File: src/rtl/core/dhfk_pkg.sv
package dhfk_pkg;
  localparam int ANGLE_BITS       = 16;
  localparam int LENGTH_FRAC_BITS = 8;
  localparam int CORDIC_STAGES    = 16;
  localparam int CSTAGE_W         = 4;
  localparam logic signed [24:0] CORDIC_GAIN_INV = 25'sd2547003;
  localparam logic signed [15:0] ROT_ONE = 16'sd16384;
  localparam logic signed [23:0] POS_MAX = 24'sd8388607;
  localparam logic signed [23:0] POS_MIN = 24'sh80_0000;

  typedef struct packed {
    logic signed [15:0] joint_angle;
    logic signed [15:0] link_offset;
    logic signed [15:0] link_len;
    logic signed [15:0] link_twist;
    logic               first_joint;
  } dhfk_in_t;

  typedef struct packed {
    logic signed [15:0] rot_00;
    logic signed [15:0] rot_01;
    logic signed [15:0] rot_02;
    logic signed [15:0] rot_10;
    logic signed [15:0] rot_11;
    logic signed [15:0] rot_12;
    logic signed [15:0] rot_20;
    logic signed [15:0] rot_21;
    logic signed [15:0] rot_22;
    logic signed [23:0] pos_x;
    logic signed [23:0] pos_y;
    logic signed [23:0] pos_z;
  } dhfk_out_t;

  typedef enum logic [2:0] {
    ST_IDLE, ST_CORD_T, ST_CORD_A, ST_JOINT, ST_MAC, ST_DONE
  } dhfk_state_t;

  function automatic logic [31:0] atan_phase(input logic [CSTAGE_W-1:0] i);
    logic [31:0] v;
    case (i)
      4'd0:  v = 32'd536870912;
      4'd1:  v = 32'd316933406;
      4'd2:  v = 32'd167458907;
      4'd3:  v = 32'd85004756;
      4'd4:  v = 32'd42667331;
      4'd5:  v = 32'd21354465;
      4'd6:  v = 32'd10680862;
      4'd7:  v = 32'd5340245;
      4'd8:  v = 32'd2670163;
      4'd9:  v = 32'd1335087;
      4'd10: v = 32'd667544;
      4'd11: v = 32'd333772;
      4'd12: v = 32'd166886;
      4'd13: v = 32'd83443;
      4'd14: v = 32'd41722;
      default: v = 32'd20861;
    endcase
    return v;
  endfunction

  // clamp to [-1, 1] in q1.14
  function automatic logic signed [15:0] clamp_rot(input logic signed [25:0] v);
    logic signed [15:0] r;
    if (v > 26'sd16384) r = ROT_ONE;
    else if (v < -26'sd16384) r = -ROT_ONE;
    else r = v[15:0];
    return r;
  endfunction
endpackage

File: src/rtl/core/dhfk_cordic.sv
module dhfk_cordic (
  input  logic               clk,
  input  logic               rst_n,
  input  logic               start,
  input  logic signed [15:0] angle,
  output logic               done,
  output logic signed [15:0] cos_o,
  output logic signed [15:0] sin_o
);
  localparam logic [31:0] QMASK = ~((32'd1 << (32 - dhfk_pkg::ANGLE_BITS)) - 32'd1);

  logic signed [25:0] x_r, x_nxt, y_r, y_nxt;
  logic signed [32:0] z_r, z_nxt;
  logic [dhfk_pkg::CSTAGE_W-1:0] i_r, i_nxt;
  logic busy_r, busy_nxt, flip_r, flip_nxt, done_r, done_nxt;
  logic [31:0] ph, ph_f;
  logic fl;
  logic signed [25:0] dx, dy, xr, yr;
  logic signed [32:0] at;

  always_comb begin
    ph   = {angle, 16'd0} & QMASK;
    fl   = ph[31] ^ ph[30];
    ph_f = fl ? ph + 32'h8000_0000 : ph;
    dx   = y_r >>> i_r;
    dy   = x_r >>> i_r;
    at   = {1'b0, dhfk_pkg::atan_phase(i_r)};
    x_nxt = x_r; y_nxt = y_r; z_nxt = z_r; i_nxt = i_r;
    busy_nxt = busy_r; flip_nxt = flip_r; done_nxt = 1'b0;
    if (start) begin
      x_nxt = 26'(dhfk_pkg::CORDIC_GAIN_INV);
      y_nxt = '0;
      z_nxt = {ph_f[31], ph_f};
      i_nxt = '0;
      flip_nxt = fl;
      busy_nxt = 1'b1;
    end else if (busy_r) begin
      if (z_r < 0) begin
        x_nxt = x_r + dx; y_nxt = y_r - dy; z_nxt = z_r + at;
      end else begin
        x_nxt = x_r - dx; y_nxt = y_r + dy; z_nxt = z_r - at;
      end
      i_nxt = i_r + 1'b1;
      if (i_r == 4'(dhfk_pkg::CORDIC_STAGES - 1)) begin
        busy_nxt = 1'b0;
        done_nxt = 1'b1;
      end
    end
  end

  always_ff @(posedge clk) begin
    if (!rst_n) begin
      busy_r <= 1'b0;
      done_r <= 1'b0;
    end else begin
      busy_r <= busy_nxt;
      done_r <= done_nxt;
    end
    x_r <= x_nxt; y_r <= y_nxt; z_r <= z_nxt; i_r <= i_nxt; flip_r <= flip_nxt;
  end

  always_comb begin
    xr = (x_r + 26'sd128) >>> 8;
    yr = (y_r + 26'sd128) >>> 8;
    if (flip_r) begin
      xr = -xr; yr = -yr;
    end
  end

  assign done  = done_r;
  assign cos_o = dhfk_pkg::clamp_rot(xr);
  assign sin_o = dhfk_pkg::clamp_rot(yr);
endmodule

File: src/rtl/core/dhfk_mac.sv
module dhfk_mac (
  input  logic               clk,
  input  logic               clr,
  input  logic               en,
  input  logic signed [23:0] op_a,
  input  logic signed [17:0] op_b,
  output logic signed [43:0] acc
);
  // one shared multiplier with a registered product before accumulation
  logic signed [41:0] prod_r;
  logic               pv_r;
  logic signed [43:0] acc_r, acc_nxt;

  always_comb begin
    acc_nxt = acc_r;
    if (clr) acc_nxt = '0;
    else if (pv_r) acc_nxt = acc_r + 44'(prod_r);
  end

  always_ff @(posedge clk) begin
    prod_r <= op_a * op_b;
    pv_r   <= en;
    acc_r  <= acc_nxt;
  end

  assign acc = acc_r;
endmodule

File: src/rtl/core/dh_forward_kinematics_chain.sv
// DH forward kinematics chain: each transfer on the input channel carries one
// joint's theta, d, a and alpha; the block forms that joint's transform and
// right-multiplies the running base-to-joint transform by it, restarting
// from identity when first_joint is set. One result per joint: the new
// cumulative 3x3 rotation (q1.14, clamped to +-1) and position (q15.8,
// saturating). From input transfer to output valid an item goes through
// two cordic runs (theta, then alpha), then 18 steps through one
// shared 24x18 multiplier with a registered product: 6 joint terms of one
// product and 12 matrix entries of three products. Each product is issued,
// then waited on, and each step ends with a rounding phase. in_ready is low
// while an item is in flight and while the result waits to be taken, so a
// new item is not taken until the previous result has been taken.
module dh_forward_kinematics_chain (
  input  logic                clk,
  input  logic                rst_n,
  input  logic                in_valid,
  output logic                in_ready,
  input  dhfk_pkg::dhfk_in_t  in_data,
  output logic                out_valid,
  input  logic                out_ready,
  output dhfk_pkg::dhfk_out_t out_data
);
  dhfk_pkg::dhfk_state_t state_r, state_nxt;

  dhfk_pkg::dhfk_in_t item_r;
  logic signed [15:0] rot_r [9];
  logic signed [23:0] pos_r [3];
  logic signed [15:0] jr_r [9];
  logic signed [16:0] jp_r [3];  // a*cos and a*sin can reach +-2^15
  logic signed [15:0] ct_r, st_r;
  logic [5:0] step_r, step_nxt;
  logic [1:0] ph_r;      // 0 issue, 1 wait, 2 accumulate-done
  // new cumulative entries staged so old rotation stays intact during products
  logic signed [15:0] nr_r [9];
  logic signed [23:0] np_r [3];

  logic cord_start, cord_done;
  logic signed [15:0] c_cos, c_sin;
  logic signed [15:0] c_ang;

  logic mac_clr, mac_en;
  logic signed [23:0] op_a;
  logic signed [17:0] op_b;
  logic signed [43:0] acc;
  logic signed [43:0] rnd;
  logic signed [25:0] pos_sum;
  logic signed [25:0] rnd_n;

  // theta is taken straight off the input at the transfer, alpha from the held item
  assign c_ang = (state_r == dhfk_pkg::ST_IDLE) ? in_data.joint_angle
                                                : item_r.link_twist;

  dhfk_cordic u_cordic (
    .clk   (clk),
    .rst_n (rst_n),
    .start (cord_start),
    .angle (c_ang),
    .done  (cord_done),
    .cos_o (c_cos),
    .sin_o (c_sin)
  );

  dhfk_mac u_mac (
    .clk   (clk),
    .clr   (mac_clr),
    .en    (mac_en),
    .op_a  (op_a),
    .op_b  (op_b),
    .acc   (acc)
  );

  // step plan: steps 0..5 joint terms, 6..17 matrix entries (9 rot then 3 pos)
  // each step takes k products (1 for joint terms, 3 for rot, 3 for pos)
  logic [1:0] nprod;
  logic [1:0] kk_r;
  logic [3:0] ent;
  logic [1:0] er, ec;

  always_comb begin
    ent = 4'(step_r - 6'd6);
    er = 2'd0;
    ec = 2'd0;
    // row and column of the entry being formed
    case (ent)
      4'd0, 4'd1, 4'd2: er = 2'd0;
      4'd3, 4'd4, 4'd5: er = 2'd1;
      4'd6, 4'd7, 4'd8: er = 2'd2;
      4'd9:             er = 2'd0;
      4'd10:            er = 2'd1;
      4'd11:            er = 2'd2;
      default:          er = 2'd0;
    endcase
    case (ent)
      4'd1, 4'd4, 4'd7: ec = 2'd1;
      4'd2, 4'd5, 4'd8: ec = 2'd2;
      default:          ec = 2'd0;
    endcase
    nprod = (step_r < 6'd6) ? 2'd1 : 2'd3;
  end

  // operand select
  always_comb begin
    op_a = '0;
    op_b = '0;
    case (step_r)
      6'd0: begin op_a = 24'(st_r); op_b = 18'(c_cos); end
      6'd1: begin op_a = 24'(st_r); op_b = 18'(c_sin); end
      6'd2: begin op_a = 24'(ct_r); op_b = 18'(c_cos); end
      6'd3: begin op_a = 24'(ct_r); op_b = 18'(c_sin); end
      6'd4: begin op_a = 24'(item_r.link_len); op_b = 18'(ct_r); end
      6'd5: begin op_a = 24'(item_r.link_len); op_b = 18'(st_r); end
      default: begin
        if (ent < 4'd9) begin
          op_a = 24'(rot_r[4'(er) * 4'd3 + 4'(kk_r)]);
          op_b = 18'(jr_r[4'(kk_r) * 4'd3 + 4'(ec)]);
        end else begin
          op_a = 24'(rot_r[4'(er) * 4'd3 + 4'(kk_r)]);
          op_b = 18'(jp_r[kk_r]);
        end
      end
    endcase
  end

  assign rnd = (acc + 44'sd8192) >>> 14;
  assign pos_sum = 26'(pos_r[er]) + 26'(rnd);

  // next-state logic
  always_comb begin
    state_nxt = state_r;
    case (state_r)
      dhfk_pkg::ST_IDLE:   if (in_valid) state_nxt = dhfk_pkg::ST_CORD_T;
      dhfk_pkg::ST_CORD_T: if (cord_done) state_nxt = dhfk_pkg::ST_CORD_A;
      dhfk_pkg::ST_CORD_A: if (cord_done) state_nxt = dhfk_pkg::ST_MAC;
      dhfk_pkg::ST_MAC:
        if (ph_r == 2'd2 && step_r == 6'd17) state_nxt = dhfk_pkg::ST_DONE;
      dhfk_pkg::ST_DONE:   if (out_ready) state_nxt = dhfk_pkg::ST_IDLE;
      default:             state_nxt = dhfk_pkg::ST_IDLE;
    endcase
  end

  // output/control logic
  always_comb begin
    in_ready   = (state_r == dhfk_pkg::ST_IDLE);
    out_valid  = (state_r == dhfk_pkg::ST_DONE);
    cord_start = (state_r == dhfk_pkg::ST_IDLE && in_valid) ||
                 (state_r == dhfk_pkg::ST_CORD_T && cord_done);
    mac_en  = (state_r == dhfk_pkg::ST_MAC) && (ph_r == 2'd0);
    // accumulator held clear outside the product steps
    mac_clr = (state_r != dhfk_pkg::ST_MAC) || (ph_r == 2'd2);
  end

  assign step_nxt = step_r + 6'd1;

  always_ff @(posedge clk) begin
    if (!rst_n) begin
      state_r <= dhfk_pkg::ST_IDLE;
      for (int i = 0; i < 9; i++) rot_r[i] <= (i % 4 == 0) ? dhfk_pkg::ROT_ONE : 16'sd0;
      for (int i = 0; i < 3; i++) pos_r[i] <= '0;
      step_r <= '0;
      ph_r <= '0;
      kk_r <= '0;
    end else begin
      state_r <= state_nxt;
      case (state_r)
        dhfk_pkg::ST_IDLE: begin
          if (in_valid) begin
            item_r <= in_data;
            if (in_data.first_joint) begin
              for (int i = 0; i < 9; i++)
                rot_r[i] <= (i % 4 == 0) ? dhfk_pkg::ROT_ONE : 16'sd0;
              for (int i = 0; i < 3; i++) pos_r[i] <= '0;
            end
          end
          step_r <= '0; ph_r <= '0; kk_r <= '0;
        end
        dhfk_pkg::ST_CORD_T: begin
          if (cord_done) begin
            ct_r <= c_cos;
            st_r <= c_sin;
          end
        end
        dhfk_pkg::ST_CORD_A: begin
          if (cord_done) begin
            // cordic holds cos/sin of alpha while the joint terms are formed
            jr_r[0] <= ct_r; jr_r[3] <= st_r; jr_r[6] <= '0;
            jr_r[7] <= c_sin; jr_r[8] <= c_cos;
            jp_r[2] <= 17'(item_r.link_offset);
          end
        end
        dhfk_pkg::ST_MAC: begin
          case (ph_r)
            2'd0: ph_r <= 2'd1;
            2'd1: begin
              if (kk_r == nprod - 2'd1) begin
                ph_r <= 2'd2;
                kk_r <= '0;
              end else begin
                ph_r <= 2'd0;
                kk_r <= kk_r + 2'd1;
              end
            end
            default: begin
              ph_r <= 2'd0;
              step_r <= step_nxt;
              case (step_r)
                6'd0: jr_r[1] <= -rnd[15:0];
                6'd1: jr_r[2] <= rnd[15:0];
                6'd2: jr_r[4] <= rnd[15:0];
                6'd3: jr_r[5] <= -rnd[15:0];
                6'd4: jp_r[0] <= rnd[16:0];
                6'd5: jp_r[1] <= rnd[16:0];
                default: ;
              endcase
            end
          endcase
        end
        dhfk_pkg::ST_DONE: begin
          // the chain moves on once the result transfer happens
          if (out_ready) begin
            for (int i = 0; i < 9; i++) rot_r[i] <= nr_r[i];
            for (int i = 0; i < 3; i++) pos_r[i] <= np_r[i];
          end
        end
        default: ;
      endcase
    end
  end

  assign rnd_n = 26'(rnd > 44'sd16384 ? 44'sd16384 : (rnd < -44'sd16384 ? -44'sd16384 : rnd));

  always_ff @(posedge clk) begin
    if (state_r == dhfk_pkg::ST_MAC && ph_r == 2'd2 && step_r >= 6'd6) begin
      if (ent < 4'd9) nr_r[ent] <= dhfk_pkg::clamp_rot(rnd_n);
      else if (pos_sum > 26'(dhfk_pkg::POS_MAX)) np_r[er] <= dhfk_pkg::POS_MAX;
      else if (pos_sum < 26'(dhfk_pkg::POS_MIN)) np_r[er] <= dhfk_pkg::POS_MIN;
      else np_r[er] <= pos_sum[23:0];
    end
  end

  // staged entries stay put while the result waits
  assign out_data = '{nr_r[0], nr_r[1], nr_r[2], nr_r[3], nr_r[4],
                      nr_r[5], nr_r[6], nr_r[7], nr_r[8],
                      np_r[0], np_r[1], np_r[2]};
endmodule

File: config.mk
export PLATFORM = sky130hd
export DESIGN_NAME = dh_forward_kinematics_chain
export DESIGN_NICKNAME = d
export VERILOG_FILES = /design/src/rtl/core/dhfk_pkg.sv /design/src/rtl/core/dhfk_cordic.sv /design/src/rtl/core/dhfk_mac.sv /design/src/rtl/core/dh_forward_kinematics_chain.sv
export SDC_FILE = /design/constraint.sdc
export NUM_CORES = 2
export LEC_CHECK = 0
export CORE_MARGIN = 4
export CORE_UTILIZATION = 40
export DETAILED_ROUTE_END_ITERATION = 10
export DONT_BUFFER_PORTS = 1
export PLACE_DENSITY = 0.57
export SYNTH_ARGS = -nofsm -noshare
export SYNTH_HDL_FRONTEND = slang
export SYNTH_SLANG_ARGS = --single-unit
File: constraint.sdc
create_clock -name clk -period 27.1 [get_ports clk]
set_input_delay 4.065 -clock clk [delete_from_list [all_inputs] [get_ports clk]]
set_output_delay 4.065 -clock clk [all_outputs]
set_load 0.03 [all_outputs]
# Yosys cells after proc, flatten, opt, wreduce, memory -nomap -nowiden
# Memories as Yosys holds them, arrays and structs flattened. A register that Yosys moved wholly into a read port is not among the register bits.
# Index checks and enable logic that the tools add are counted.
[totals]
reg_bits = 272
ram_bits = 627
mem_bits_ro = 512
output_inout_bits = 218
wordCells = 309
n_memories = 8
[memory_table]
columns = ["name", "words", "word_bits", "read_ports", "rd_clocked_by_memory_dff", "wr", "line", "rtl"]
rows = [
  ["(no name shown)", 16, 30, 1, 1, 0, "dhfk_pkg.sv:40", "case (i)"],
  ["jr_r", 9, 16, 1, 0, 5, "dh_forward_kinematics_chain.sv:28", "logic signed [15:0] jr_r [9];"],
  ["nr_r", 9, 16, 9, 0, 1, "dh_forward_kinematics_chain.sv:34", "logic signed [15:0] nr_r [9];"],
  ["rot_r", 9, 16, 1, 0, 9, "dh_forward_kinematics_chain.sv:26", "logic signed [15:0] rot_r [9];"],
  ["np_r", 3, 24, 3, 0, 1, "dh_forward_kinematics_chain.sv:35", "logic signed [23:0] np_r [3];"],
  ["pos_r", 3, 24, 1, 0, 3, "dh_forward_kinematics_chain.sv:27", "logic signed [23:0] pos_r [3];"],
  ["2 more memories", "-", "-", "-", "-", "-", "-", ""],
]
[classes]
addsub = 22
multipliers = 3
order_cmp = 14
n_eq_ne = 28
shift = 2
mux = 151
bitwise_logic = 29
reduce_logical = 33
[op_table]
columns = ["cell", "n"]
rows = [
  ["$mux 16", 31],
  ["$mux 24", 8],
  ["$mux 26", 6],
  ["$mux 33", 3],
  ["$gt 26x16->1 const B", 3],
  ["$lt 26x15->1 const B", 3],
  ["$pmux 18 s4", 1],
  ["$pmux 24 s3", 1],
  ["$mux 1", 71],
  ["$reduce_or 16->1", 4],
  ["$add 26x26->26", 2],
  ["$add 26x9->26 const B", 2],
  ["$neg 18->26", 2],
  ["$sshr 26x4->26", 2],
  ["$sub 26x26->26", 2],
  ["$add 44x15->44 const B", 1],
  ["$add 44x42->44", 1],
  ["$mul 24x18->42", 1],
  ["$mux 17", 2],
  ["$reduce_or 17->1", 2],
  ["$add 33x33->33", 1],
  ["$lt 33x1->1 const B", 1],
  ["$sub 33x33->33", 1],
  ["$add 32x32->32 const B", 1],
  ["56 further kinds", 130],
]

# Logic depth before layout (Yosys ltp)
# An unclocked memory read counts as a cell.
[depth]
depth_word = 12
ltp_mapped = 43
mapped_depth_nobuf = 40

# By module
# Synthesis repeated with hierarchy kept, for this count alone.
[hier_totals]
hier_cells = 6299
area_unflattened_um2 = 65636.7
[modules_own_cells]
columns = ["mod", "n_inst", "cells_per_inst", "area_per_inst_um2", "seq_area_each_um2"]
rows = [
  ["dh_forward_kinematics_chain", 1, 2057, 30292.8, 21020.2],
  ["dhfk_mac", 1, 2309, 20246.9, 1741.7],
  ["dhfk_cordic", 1, 1933, 15097.0, 2782.7],
]

# Worst setup path before layout
# Ideal clock, no wire load.
[synth_timing]
path_kind = "input to register"
start = "input rst_n"
end = "memory pos_r[0][0] (enable)"
arrival_time_ps = 9122
t_required_ps = 24875
setup_slack_ps = 15753
path_stages = 2
path_cell_list = "clkbuf_1 nand3_1"
[synth_rtl]
columns = ["element", "line", "rtl"]
rows = [
  ["start: declaration", "dh_forward_kinematics_chain.sv:15", "input logic rst_n,"],
  ["end: declaration", "dh_forward_kinematics_chain.sv:27", ""],
]

# Worst setup path after layout
[layout_timing]
start = "register step_r[2]"
end = "register u_mac.prod_r[41]"
[layout_via]
elab_chain_len = 9
elab_cells_between_ends = 32
classes_between = "add/sub (3); mul (2); order compare (1); eq/ne (11); mux (4); reduce/logical (8); memory (3)"
[layout_rtl]
columns = ["element", "line", "rtl"]
rows = [
  ["start: declaration", "dh_forward_kinematics_chain.sv:31", "logic [5:0] step_r, step_nxt;"],
  ["start signal: assignment", "dh_forward_kinematics_chain.sv:204", "step_r <= step_nxt;"],
  ["parallel branches: the longest is 8 deep, another holds $mem_v2 9x16", "-", ""],
  ["$mul 24x18->42 *", "dhfk_mac.sv:21", "prod_r <= op_a * op_b;"],
  ["end signal: assignment", "dhfk_mac.sv:21", ""],
  ["end: declaration", "dhfk_mac.sv:10", "logic signed [41:0] prod_r;"],
]
# Every way passes the cells marked *.
# A chain may end at the register's enable or synchronous reset.

==> results.py <==
metrics = {
    "run_status": {
        "outcome": "complete, no violations",
    },
    "detailed_routing": {
        "drt-vias-per-instance": 5.62,
        "ant_nets": 0,
        "dr.first_iter.drc_count": 3962,
        "top_layer": "met5",
        "num_vias": 43100,
        "wirelength_mm": 183,
        "wl_per_cell_um": 23.8,
        "drc": 0,
        "wl_met2_mm": 82.0,
        "wl_met1_mm": 79.8,
        "first_pass_iters": 5,
        "wl_met3_mm": 16.7,
    },
    "yosys": {
        "netlist_area_um2": 61100,
        "synthAdderAreaFrac": 0.162,
        "synth_area_leaders": "edfxtp_1 36%, fa_1 11%, dfxtp_1 6.2%",
        "synthXorXnorAreaFrac": 0.0500,
        "synth_area_leader_cell": "edfxtp_1",
        "synth-edff-count": 724,
        "ys_ff_latch": 914,
        "synthTopCellsByCount": "724 x edfxtp_1, 500 x inv_1, 442 x nand2_1, 412 x nor2_1, 322 x fa_1",
        "synth-compound-area-share": 0.111,
        "yosys_warnings": 0,
        "synth_ff_type": "edfxtp_1",
        "synthCells": 5637,
        "synthArstFlopShare": 0,
        "synth_nets": 6304,
        "synth_top_area_share": 0.356,
        "synthSimpleGateAreaFrac": 0.138,
        "synth_most_common_cell": "edfxtp_1",
        "muxShareOfSynthArea": 0.0704,
        "synth_cell_types": 106,
        "avgSynthCellArea_um2": 10.8,
        "synth_top_family_by_area": "adder cells",
        "yosysSeqAreaShare": 0.418,
    },
    "clock_network": {
        "hold_buffers": 0,
        "cts.sinks": 914,
        "clockRootBuffer": "clkbuf_16",
        "cts_htree_levels": 3,
        "cts_made_buffers": 101,
        "cts_resized": 0,
        "postCtsSetupRepairBufs": 0,
        "clk_pin_slew_ps": 60,
        "clockBufferDepth": 3,
        "worstSkewPairLatency_ps": 740,
        "cts_tree": "yes",
    },
    "job": {
        "cap_viol_max_count": 0,
    },
    "power_and_ir_drop": {
        "p_leak_nw": 26.8,
        "p_comb_frac": 0.632,
        "netSwitchingPower_mw": 4.16,
        "power_mw": 8.97,
        "p_int_mw": 4.81,
        "clkPwrFrac": 0.160,
        "p_seq_frac": 0.208,
        "peakVddDrop_mv": 0.244,
        "power.share.switching": 0.464,
        "powerDensity_nw_per_um2": 134,
    },
    "sta": {
        "hold_ws_ps": 420,
        "grt_setup_unrepaired": "no",
        "slew_viol_final": 0,
        "tightest_slew_ps": 1320,
        "fin_crit_ps": 12530,
        "final.setup.tns_ps": 0,
        "setup_viol": 0,
        "hold_viol": 0,
        "slew_headroom": 0.119,
        "period_share": 0.462,
        "finClkSkew_ps": 89.8,
        "max_freq_ghz": 0.0798,
    },
    "critical_path": {
        "required_ps": 27730,
        "crit_fanout": 33,
        "crit_family": "adder cells",
        "cp-end-kind": "register",
        "cp_num_buf_inv": 4,
        "cp_data_arrival_time_ps": 13160,
        "critPathKind": "reg -> reg",
        "start_kind": "register",
        "crit_slowest_cell": "nor2_2",
        "cpPeakStageDelay_ps": 990,
        "critPathMostFrequentCell": "fa_1",
    },
    "global_routing": {
        "antenna_found_initial": 15,
        "grt_max_degree": 175,
        "first_global_vias": 42200,
        "grt_pass1_wl_mm": 274,
        "grt-ovfl-total": 0,
        "grt_usage": 0.227,
    },
    "finish": {
        "n_fill_cell": 14100,
        "utilization": 0.439,
        "syn_to_final_growth_pct": 9.22,
        "drive_above_1_share": 0.0858,
        "nNetsFinal": 6220,
        "multi_input_area_um2": 32600,
        "final-seq-area_um2": 25500,
    },
    "placed_design": {
        "routabilityCongestion": 0.908,
        "hpwlAfterDp_mm": 134,
        "io_buffers": 0,
    },
    "die": {
        "die_w_um": 399,
        "die_y_um": 399,
        "ioPinCount": 287,
        "design.die.area_um2": 159000,
        "num_rows": 143,
        "core_area_um2": 152000,
        "start_util": 0.402,
    },
    "worst_hold_path": {
        "min_path_type": "reg -> reg",
    },
}
## state kept, by name (all words and copies together) (netlist names), 3 cells and up, named ones only
signal and flops:
nr_r 144, rot_r 144, jr_r 128, np_r 72, pos_r 72, jp_r 50, item_r 48, u_mac.acc 44
u_mac.prod_r 42, u_cordic.z_r 33, u_cordic.at 30, u_cordic.x_r 26, u_cordic.y_r 26, ct_r 16, st_r 16, step_r 6
u_cordic.i_r 4, state_r 3
## final timing paths
path / endpoint / slack [ps] / from / cells past startpoint
setup reg to reg: u_mac.prod_r[41]$_DFF_P_ / 14570 / step_r[2]$_SDFFE_PN0P_ / 35
hold reg to reg: jp_r[2][7]$_DFFE_PP_ / 420 / item_r[40]$_DFFE_PP_ / 0
setup / recovery: u_mac.prod_r[41]$_DFF_P_ / 14570 / step_r[2]$_SDFFE_PN0P_ / 35
hold / removal: jp_r[2][7]$_DFFE_PP_ / 420 / item_r[40]$_DFFE_PP_ / 0
## layout by cell type, fill, tap and decap left out, types with 83 or more instances in the layout
master / instances
edfxtp_1: 724
inv_1: 499
nand2_1: 442
nor2_1: 405
fa_1: 322
and2_1: 276
ha_1: 274
a21oi_1: 234
xnor2_1: 214
o21ai_0: 211
dfxtp_1: 186
xor2_1: 135
mux2i_1: 119
nor3_1: 108
nand3_1: 101
clkbuf_16: 101
a31oi_1: 90
mux4_2: 88
buf_4: 83
## layout make-up
| cell class | count | area share |
|---|---|---|
| multi-input combinational | 3947 | 0.488 |
| sequential | 914 | 0.383 |
| clock buffer | 129 | 0.0409 |
| tap | 2030 | 0.0381 |
| inverter | 505 | 0.0284 |
| clock inverter | 61 | 0.0113 |
| timing repair buffer | 84 | 0.00964 |
| antenna | 10 | 0.000375 |
## logic make-up (layout without fill, tap and decap cells)
| group | Yosys count | count (layout) |
|---|---|---|
| AOI/OAI and AO/OA | 1013 | 1013 |
| xor gates and xnor gates | 349 | 349 |
| adders and majority gates | 598 | 598 |
| buffers and inverters | 776 | 779 |
| DFF | 914 | 914 |
| muxes | 278 | 278 |
| other | 0 | 10 |
| and+or+nand+nor | 1709 | 1709 |
## power groups by stage
stage	combinational (mW)	clock, mW	sequential (mW)
after detailed placement	5.60	0	1.89
after floorplan	4.27	0	1.79
after global routing	6.41	1.52	1.87
after global placement	5.57	0	1.89
after CTS	5.67	1.47	1.86
final	5.67	1.44	1.86
## per-layer routing
metal  global-route usage  up-vias
li1                     -    19800
met4               0.0585        8
met1                0.319    21500
met2                0.349     1555
met5                    0        -
met3               0.0603      224
## metrics by stage
stage | worst slack, ps | cell area, µm² | cells
final | 14570 | 66700 | 7680
after global placement | 14860 | 63200 | 7480
after detailed placement | 14750 | 63200 | 7480
after global routing | 13670 | 66700 | 7670
after floorplan | 15750 | 61100 | 5637
after CTS | 14620 | 66700 | 7670
Note: power is estimated with default switching activity, not from simulation.
